File: src/hdl/spq_pkg.sv
`default_nettype none

package spq_pkg;

   // field widths of the stream payloads
   localparam int unsigned CMD_W       = 1;
   localparam int unsigned VALUE_W     = 32;
   localparam int unsigned TOP_W       = 32;
   localparam int unsigned COUNT_W     = 5;
   localparam int unsigned ERR_W       = 2;
   localparam int unsigned REQ_DATA_W  = 40;
   localparam int unsigned RSP_DATA_W  = 40;

   // operation codes
   localparam logic [CMD_W-1:0] CMD_INSERT = 1'b0;
   localparam logic [CMD_W-1:0] CMD_REMOVE = 1'b1;

   // result error codes
   localparam logic [ERR_W-1:0] ERR_OK    = 2'd0;
   localparam logic [ERR_W-1:0] ERR_FULL  = 2'd1;
   localparam logic [ERR_W-1:0] ERR_EMPTY = 2'd2;

   // operation broadcast to every cell of the chain
   typedef struct packed {
      logic insert_en;
      logic remove_en;
      logic smallest_first;
   } cell_op_type;

endpackage

`default_nettype wire

File: src/hdl/sorted_priority_queue_unit.sv
// Sorted priority queue built as a row of compare-and-shift cells.
// Request stream (req_*): one item per transfer, cmd 0 inserts value at its
// ordered place, cmd 1 removes the top entry. Response stream (rsp_*): exactly
// one response per request with the top value, entry count, empty flag and
// error code as they stand after the operation.
// Every cell compares the incoming value against its entry at once and a
// single ripple of "found" through the row picks the insert slot, so an
// operation finishes in the cycle it is accepted: the response is valid on the
// next cycle, and one request per cycle is taken as long as rsp_tready is high.
// An insert into a full queue or a remove from an empty one leaves the entries
// untouched and reports the error code.
// When the receiver stalls, the response holds and req_tready drops until the
// response transfer completes.
// Reset (synchronous) empties the queue and selects largest-first ordering.
// csr_wr_en/csr_wr_data write the ordering bit (1 = smallest first); write it
// only while no response is outstanding. Entries already stored keep their
// places after an ordering change.
`default_nettype none

module sorted_priority_queue_unit #(
   parameter int unsigned QUEUE_DEPTH = 16,
   parameter int unsigned VALUE_WIDTH = 32
) (
   input  wire         clock,
   input  wire         reset,
   input  wire         req_tvalid,
   output logic        req_tready,
   // [0] cmd, [32:1] value, [39:33] zero
   input  wire  [39:0] req_tdata,
   output logic        rsp_tvalid,
   input  wire         rsp_tready,
   // [31:0] top_value, [36:32] count, [37] is_empty, [39:38] error_code
   output logic [39:0] rsp_tdata,
   input  wire         csr_wr_en,
   input  wire         csr_wr_data
);

   localparam int unsigned StoreW  = (VALUE_WIDTH < spq_pkg::VALUE_W) ?
                                     VALUE_WIDTH : spq_pkg::VALUE_W;
   localparam int unsigned CountW  = $clog2(QUEUE_DEPTH + 1);

   logic                           order_ff;
   logic [CountW-1:0]              count_ff, count_in;
   logic                           rsp_valid_ff;
   logic [spq_pkg::ERR_W-1:0]      err_ff, err_in;

   logic                           accept;
   logic [spq_pkg::CMD_W-1:0]      cmd;
   logic [StoreW-1:0]              ins_value;
   logic                           is_full;
   logic                           is_empty_now;
   spq_pkg::cell_op_type           op;

   logic [QUEUE_DEPTH-1:0][StoreW-1:0] cell_data;
   logic [QUEUE_DEPTH-1:0]             cell_occ;
   logic [QUEUE_DEPTH-1:0]             cell_found;

   logic [31:0]                    count_wide;
   logic [spq_pkg::TOP_W-1:0]      top_value;

   assign req_tready   = !rsp_valid_ff || rsp_tready;
   assign accept       = req_tvalid && req_tready;
   assign cmd          = req_tdata[0];
   assign ins_value    = req_tdata[StoreW:1];
   assign is_full      = count_ff == CountW'(QUEUE_DEPTH);
   assign is_empty_now = count_ff == '0;

   always_comb begin
      op.insert_en      = 1'b0;
      op.remove_en      = 1'b0;
      op.smallest_first = order_ff;
      count_in          = count_ff;
      err_in            = err_ff;
      if (accept) begin
         err_in = spq_pkg::ERR_OK;
         if (cmd == spq_pkg::CMD_INSERT) begin
            if (is_full) begin
               err_in = spq_pkg::ERR_FULL;
            end else begin
               op.insert_en = 1'b1;
               count_in     = count_ff + CountW'(1);
            end
         end else begin
            if (is_empty_now) begin
               err_in = spq_pkg::ERR_EMPTY;
            end else begin
               op.remove_en = 1'b1;
               count_in     = count_ff - CountW'(1);
            end
         end
      end
   end

   for (genvar i = 0; i < QUEUE_DEPTH; i++) begin : g_cell
      logic              found_in;
      logic [StoreW-1:0] prev_data;
      logic              prev_occ;
      logic [StoreW-1:0] next_data;
      logic              next_occ;

      if (i == 0) begin : g_head
         assign found_in  = 1'b0;
         assign prev_data = ins_value;
         assign prev_occ  = 1'b0;
      end else begin : g_body
         assign found_in  = cell_found[i-1];
         assign prev_data = cell_data[i-1];
         assign prev_occ  = cell_occ[i-1];
      end

      if (i == QUEUE_DEPTH - 1) begin : g_tail
         assign next_data = cell_data[i];
         assign next_occ  = 1'b0;
      end else begin : g_mid
         assign next_data = cell_data[i+1];
         assign next_occ  = cell_occ[i+1];
      end

      spq_cell #(
         .DATA_W (StoreW)
      ) u_cell (
         .clock     (clock),
         .reset     (reset),
         .op        (op),
         .ins_value (ins_value),
         .found_in  (found_in),
         .prev_data (prev_data),
         .prev_occ  (prev_occ),
         .next_data (next_data),
         .next_occ  (next_occ),
         .found_out (cell_found[i]),
         .data      (cell_data[i]),
         .occ       (cell_occ[i])
      );
   end

   always_ff @(posedge clock) begin
      err_ff <= err_in;
      if (reset) begin
         order_ff     <= 1'b0;
         count_ff     <= '0;
         rsp_valid_ff <= 1'b0;
      end else begin
         if (csr_wr_en) begin
            order_ff <= csr_wr_data;
         end
         count_ff <= count_in;
         if (accept) begin
            rsp_valid_ff <= 1'b1;
         end else if (rsp_tready) begin
            rsp_valid_ff <= 1'b0;
         end
      end
   end

   // head cell holds the top entry; cells stay still while a response waits
   always_comb begin
      top_value = '0;
      if (cell_occ[0]) begin
         top_value[StoreW-1:0] = cell_data[0];
      end
   end

   assign count_wide = 32'(count_ff);

   assign rsp_tvalid = rsp_valid_ff;
   assign rsp_tdata  = {err_ff, is_empty_now, count_wide[spq_pkg::COUNT_W-1:0], top_value};

endmodule

`default_nettype wire

File: src/hdl/spq_cell.sv
`default_nettype none

module spq_cell #(
   parameter int unsigned DATA_W = 32
) (
   input  wire                      clock,
   input  wire                      reset,
   input  wire spq_pkg::cell_op_type op,
   input  wire [DATA_W-1:0]         ins_value,
   // left neighbor (higher priority side)
   input  wire                      found_in,
   input  wire [DATA_W-1:0]         prev_data,
   input  wire                      prev_occ,
   // right neighbor (lower priority side)
   input  wire [DATA_W-1:0]         next_data,
   input  wire                      next_occ,
   output logic                     found_out,
   output logic [DATA_W-1:0]        data,
   output logic                     occ
);

   logic [DATA_W-1:0] data_ff, data_in;
   logic              occ_ff, occ_in;
   logic              outranks;
   logic              hit;

   always_comb begin
      if (op.smallest_first) begin
         outranks = ins_value < data_ff;
      end else begin
         outranks = ins_value > data_ff;
      end
   end

   // first cell that is free or holds a strictly lower priority takes the new value
   assign hit       = !occ_ff || outranks;
   assign found_out = found_in || hit;

   always_comb begin
      data_in = data_ff;
      occ_in  = occ_ff;
      if (op.insert_en) begin
         if (found_in) begin
            data_in = prev_data;
            occ_in  = prev_occ;
         end else if (hit) begin
            data_in = ins_value;
            occ_in  = 1'b1;
         end
      end else if (op.remove_en) begin
         data_in = next_data;
         occ_in  = next_occ;
      end
   end

   always_ff @(posedge clock) begin
      data_ff <= data_in;
      if (reset) begin
         occ_ff <= 1'b0;
      end else begin
         occ_ff <= occ_in;
      end
   end

   assign data = data_ff;
   assign occ  = occ_ff;

endmodule

`default_nettype wire
File: config.mk
export PLATFORM = sky130hd
export DESIGN_NAME = sorted_priority_queue_unit
export DESIGN_NICKNAME = d
export VERILOG_FILES = /design/src/hdl/spq_pkg.sv /design/src/hdl/sorted_priority_queue_unit.sv /design/src/hdl/spq_cell.sv
export SDC_FILE = /design/constraint.sdc
export NUM_CORES = 2
export LEC_CHECK = 0
export BUFFER_PORTS_ARGS = -buffer_cell sky130_fd_sc_hd__buf_4
export CAP_MARGIN = 5
export CORE_MARGIN = 10
export CORE_UTILIZATION = 62
export DETAILED_ROUTE_END_ITERATION = 7
export GPL_ROUTABILITY_DRIVEN = 0
export HOLD_SLACK_MARGIN = 0.02
export PLACE_DENSITY = 0.79
export SLEW_MARGIN = 20
export SYNTH_ARGS = -nofsm -noshare
export SYNTH_HDL_FRONTEND = slang
export SYNTH_SLANG_ARGS = --single-unit
File: constraint.sdc
create_clock -name clock -period 7.01 [get_ports clock]
set_clock_uncertainty 0.05 [all_clocks]
set_input_delay 1.402 -clock clock [delete_from_list [all_inputs] [get_ports clock]]
set_output_delay 1.402 -clock clock [all_outputs]
set_load 0.03 [all_outputs]
After elaboration in Yosys (flattened, before gate mapping) --
Cells that the tools add are included.
Word-level totals: register bits 537, output and inout bits 42, logic and storage cells 314
Cells by class: add/subtract/negate cells 2, $lt $le $gt $ge 32, equality and inequality tests 19, muxes and demuxes 154, reductions and logical operators 71
Operators with widths (number):
- 32-bit two-way mux | 62
- 32-bit > comparator | 16
- 32-bit < comparator | 16
- 1-bit two-way mux | 86
- 3-bit by 1-bit inequality test with 1-bit output, second input constant | 15
- 2-bit AND reduction | 17
- 1-bit logical OR | 31
- 1-bit logical NOT | 17
- 5-bit two-way mux | 3
- 2-bit two-way mux | 3
- 2-bit nonzero test | 3
- 5-bit by 1-bit adder with 5-bit output, second input constant | 1
- 5-bit == test, second input constant | 1
- 5-bit logical NOT | 1
- 5-bit by 1-bit subtractor with 5-bit output, second input constant | 1
- 2-bit inequality test, second input constant | 2
- 3-bit AND reduction | 1
- 2-bit by 1-bit inequality test with 1-bit output, second input constant | 1
- 1-bit logical AND | 1

Logic depth before layout (Yosys ltp) --
depth in word-level cells 19, depth in mapped cells 16, depth with buffers taken out 12

By module --
Synthesis repeated with hierarchy kept, for this count alone.
Unflattened totals: cells, all modules 4411, area total of the unflattened synthesis 41421.0 um^2
Modules (own cells, without submodules):
- spq_cell | times used 16, cells an instance 270, area each 2541.2 um^2, sequential area each 980.9 um^2
- sorted_priority_queue_unit | times used 1, cells an instance 91, area each 762.0 um^2, sequential area each 200.2 um^2

Worst setup path after synthesis --
No wires, ideal clock.
path kind input port to flip-flop, start in req_tdata[1], end reg g_cell[10].u_cell.data_ff[0], enable pin, library setup time 0.441 ns, data arrival time 6.057 ns, data required time 6.519 ns, slack 0.462 ns, stages 14, path buffers 3, path through inv_1 > ha_1 > nor2b_1 > o211ai_1 > a2111oi_0 > or4_1 > and3_1 > o311ai_1 > nor4_1 > and3_1 > clkbuf_1 > buf_2 > buf_2 > a31oi_1
Between the ends: longest elaborated chain between the ends 14, elaborated cells on any way between the ends 55, classes of those cells 22 x order compare; 1 x eq/ne; 11 x mux; 21 x reduce/logical
RTL lines:
- start: declaration | RTL line sorted_priority_queue_unit.sv:29 | input wire [39:0] req_tdata,
- 32-bit > comparator / 32-bit < comparator (equally long branches) | RTL line spq_cell.sv:31, spq_cell.sv:29
- 1-bit two-way mux | RTL line spq_cell.sv:28 | if (op.smallest_first) begin
- 1-bit logical OR | RTL line spq_cell.sv:36 | assign hit = !occ_ff || outranks;
- 1-bit logical OR (9 in series) | RTL line spq_cell.sv:37 | assign found_out = found_in || hit;
- 3-bit by 1-bit inequality test with 1-bit output (no source line) *
- 2-bit AND reduction (no source line) *
- end signal: assignment | RTL line spq_cell.sv:57 | data_ff <= data_in;
- end: declaration | RTL line spq_cell.sv:22 | logic [DATA_W-1:0] data_ff, data_in;
Every way passes the cells marked *; elsewhere a longest branch is shown, timed or not. A chain may end at the register's enable or synchronous reset.

Worst setup path in the final report --
start in req_tdata[12], end reg g_cell[15].u_cell.data_ff[6] (data pin)
Between the ends: longest elaborated chain between the ends 18, elaborated cells on any way between the ends 75, classes of those cells 30 x order compare; 16 x mux; 29 x reduce/logical
RTL lines:
- 32-bit > comparator / 32-bit < comparator (equally long branches) | RTL line spq_cell.sv:31, spq_cell.sv:29
- 1-bit two-way mux | RTL line spq_cell.sv:28
- 1-bit logical OR | RTL line spq_cell.sv:36
- 1-bit logical OR (13 in series) | RTL line spq_cell.sv:37
- 1-bit logical OR * | RTL line spq_cell.sv:37
- 32-bit two-way mux * | RTL line spq_cell.sv:43 | if (found_in) begin
- end signal: assignment | RTL line spq_cell.sv:57
- end: declaration | RTL line spq_cell.sv:22
Marked as above.

==> results.md <==
* Gr usage total at 0.3018
* Power share of the clock group at 0.292
* Pwr Density at approximately 250 nW/um^2
* Fin crit share at 0.8355
* Layout cell share with drive strength beyond 1 at 0.06740
* Mapped Nets at a little under 5000
* Worst Hold Class: flop to flop
* I/O pin count at between 80 and 90
* VDD IR max at 0.2189 mV
* Synthesis Warnings at 0
* Total Power at around 11 mW
* Number of global-route vias before repair at 32320
* Kind of critical path: input pin to flop
* Max-slew violations at 0
* Via-to-Cell Ratio at 6.537
* Root Driver: clkbuf_16
* Critical Path Source Type: input pin
* NetSw at 3.702 mW
* Met2 usage at 0.4776
* Nets@finish at 4785
* M3 GR Usage at 0.04707
* FFs w/ async S/R, synth at 0
* Worst Path Required at about 7.4 ns
* # Post-CTS Setup Buffers at 0
* Combinational share of power at 0.280
* Largest net degree at the start of global routing at roughly 220
* Synthesized instance count at between 4000 and 5000
* Outcome: finished clean
* Hold buffers post-CTS at 0
* Port bufs at 80
* Count of final setup violators at 0
* Resized cells post-CTS at 0
* Maximum buffer depth of the clock tree at 3
* Slew @ Worst Pin at about 1.1 ns
* First-pass GRT wire length at between 150000 and 200000 um
* Num CTS Buffers at 61
* Top FF cell, synth: edfxtp_1
* Max cap viols at 0
* Sw frac at 0.3373
* CORE AREA at approximately 63000 um^2
* Initial DRC count at between 3000 and 4000
* Pint at about 7.3 mW
* Post-layout util at 0.6848
* CP Max Fanout at 17
* Fmax at ~170 MHz
* Worst skew pair latency at about 0.65 ns
* Minimum clock period at 5.857 ns
* Initial core utilization at 0.6277
* Unrepaired setup endpoints after global routing: no
* Die Wd at 272.9 um
* Total Wirelength at roughly 120000 um
* Clock tree sinks at roughly 540
* Final hold vios at 0
* CTS clk-pin slew, worst paths at roughly 0.060 ns
* Avg Cell Area, Syn at between 9 and 10 um^2
* Netlist Area Pre-Place at ~40000 um^2
* Number of flops mapped to enable cells by yosys at 514
* Register area at around 16000 um^2
* Mean routed wirelength per cell at ~23 um
* # rows at between 90 and 100
* H-Tree Depth at 2
* WP data arrival at slightly above 6 ns
* Leak at 19.23 nW
* Grt met1 use at 0.4020
* Slew margin rel. at 0.2954
* GRT Max-Usage Layer: met2
* CTS tree: yes
* Setup Total Neg Slack at 0 ns
* Vias at ~33000
* Area delta synth->final at 9.094%
* Unique masters post-synth at ~70
* Multi-input logic area at around 21000 um^2
* Drt pass-1 iters at 6
* # DRC at 0
* Hpwl dp at between 80000 and 90000 um
* Die area at 74500 um^2
* Fillers at 4874
* Most common cell after layout, fill and taps aside: nand2_1
* Seq/Total Area, Yosys at 0.4007
* Die Height at 272.9 um
* Diode count at 0
* Remaining antenna violation count at 0
* Sequential share of power at 0.428
* Total grt overflow at 0
* Yosys reg bits at ~540
* Initial antenna violation count at 0
* CP endpoint kind: flop
* Commonest non-fill, non-tap cells in the layout: 547 x nand2_1, 531 x inv_1, 515 x ha_1
-- final timing paths --
kind	startpoint	to	slack (ns)	cells past startpoint
setup / recovery	req_tdata[12]	g_cell[15].u_cell.data[6]	1.15	13
hold / removal	count_ff[3]	count_ff[3]	0.45	2
setup reg to reg	g_cell[4].u_cell.data[11]	g_cell[15].u_cell.data[6]	1.73	13
hold reg to reg	count_ff[3]	count_ff[3]	0.45	2
-- per-stage QoR --
stage	hold slack, ns	instance area, um^2	worst slack (ns)	instances
final	0.4521	43280	1.153	5119
after global routing	0.4721	43280	1.053	5119
after CTS	0.4480	43190	1.341	5116
after detailed placement	0.4406	41260	0.7135	5003
after global placement	0.4277	41260	0.8299	5003
after floorplan	0.4222	39670	0.4623	4241
-- cell families after synthesis --
| family | count (synthesis) | share of synthesized area |
|---|---|---|
| xor gates and xnor gates | 4 | 0.0008831 |
| and+or+nand+nor | 1110 | 0.1287 |
| AOI/OAI and AO/OA | 1040 | 0.1652 |
| muxes | 263 | 0.06744 |
| adders and majority gates | 516 | 0.1629 |
| buffers and inverters | 771 | 0.07412 |
| DFF | 537 | 0.4007 |
-- worst max-delay path, cell delays in order --
cell and delay [ns]:
buf_4 0.25, ha_1 0.29, a2111oi_0 0.35, o21ai_0 0.20, a221oi_1 0.69, o22a_1 0.30, a221o_1 0.15, nand3_1 0.30
nor4_2 0.63, nand2_1 0.33, nor4_4 0.55, buf_4 0.37, mux2_1 0.36
-- power groups by stage --
stage                     Clock (mW)  Sequential (mW)  Combinational, mW
after floorplan                    0             4.60               2.06
after global placement             0             4.74               2.82
after detailed placement           0             4.75               2.97
after CTS                       3.22             4.69               2.99
after global routing            3.35             4.75               3.43
final                           3.21             4.70               3.07
-- layer usage --
metal	part of all wire	up-vias
met5	0	-
met4	0.052	0
met3	0.087	281
met2	0.45	1604
met1	0.41	16080
li1	-	15500
-- Yosys cell counts (4+ instances only) --
master	instances	area share
xnor2_1	4	0.00088
ha_1	515	0.16
a31oi_1	145	0.023
a221o_1	11	0.0028
o21a_1	12	0.0023
and4_1	20	0.0044
nor4_1	20	0.0032
dfxtp_1	23	0.012
and3_1	10	0.0016
nor3_1	25	0.0032
nor2b_1	21	0.0033
clkbuf_1	203	0.019
a211o_1	6	0.0013
mux2i_1	229	0.058
o211ai_1	21	0.0040
a221oi_1	9	0.0020
or2_2	5	0.00079
mux2_1	28	0.0079
mux2_2	6	0.0017
nand4_1	85	0.013
nand3_1	153	0.019
inv_1	531	0.050
o21ai_1	6	0.00076
o31ai_1	11	0.0021
o21ai_0	358	0.045
a311oi_1	12	0.0026
buf_1	14	0.0013
buf_4	7	0.0013
edfxtp_1	514	0.39
nand2_1	548	0.052
buf_2	16	0.0020
a211oi_1	29	0.0055
a22oi_1	64	0.012
a2111oi_0	10	0.0022
a21oi_1	159	0.020
o221ai_1	98	0.022
and2_1	35	0.0055
nand2b_1	10	0.0016
nor2_1	147	0.014
o2111ai_1	5	0.0011
a21boi_0	5	0.00095
or3_1	13	0.0021
a21o_1	58	0.011
-- sequential cells by signal, indices dropped and copies added (netlist names) --
register,flops
count_ff,5
rsp_tvalid,1
err_ff,2
g_cell.u_cell.data,512
order_ff,1
g_cell.u_cell.occ,16
-- cell type report --
cell class | count | share of cell area
Sequential cell | 537 | 0.3673
Clock buffer | 88 | 0.03900
Timing Repair Buffer | 159 | 0.03071
Clock inverter | 25 | 0.005725
Tap cell | 846 | 0.02446
Inverter | 531 | 0.04606
Multi-Input combinational cell | 2933 | 0.4867
Power figures use the tool's default switching activity.
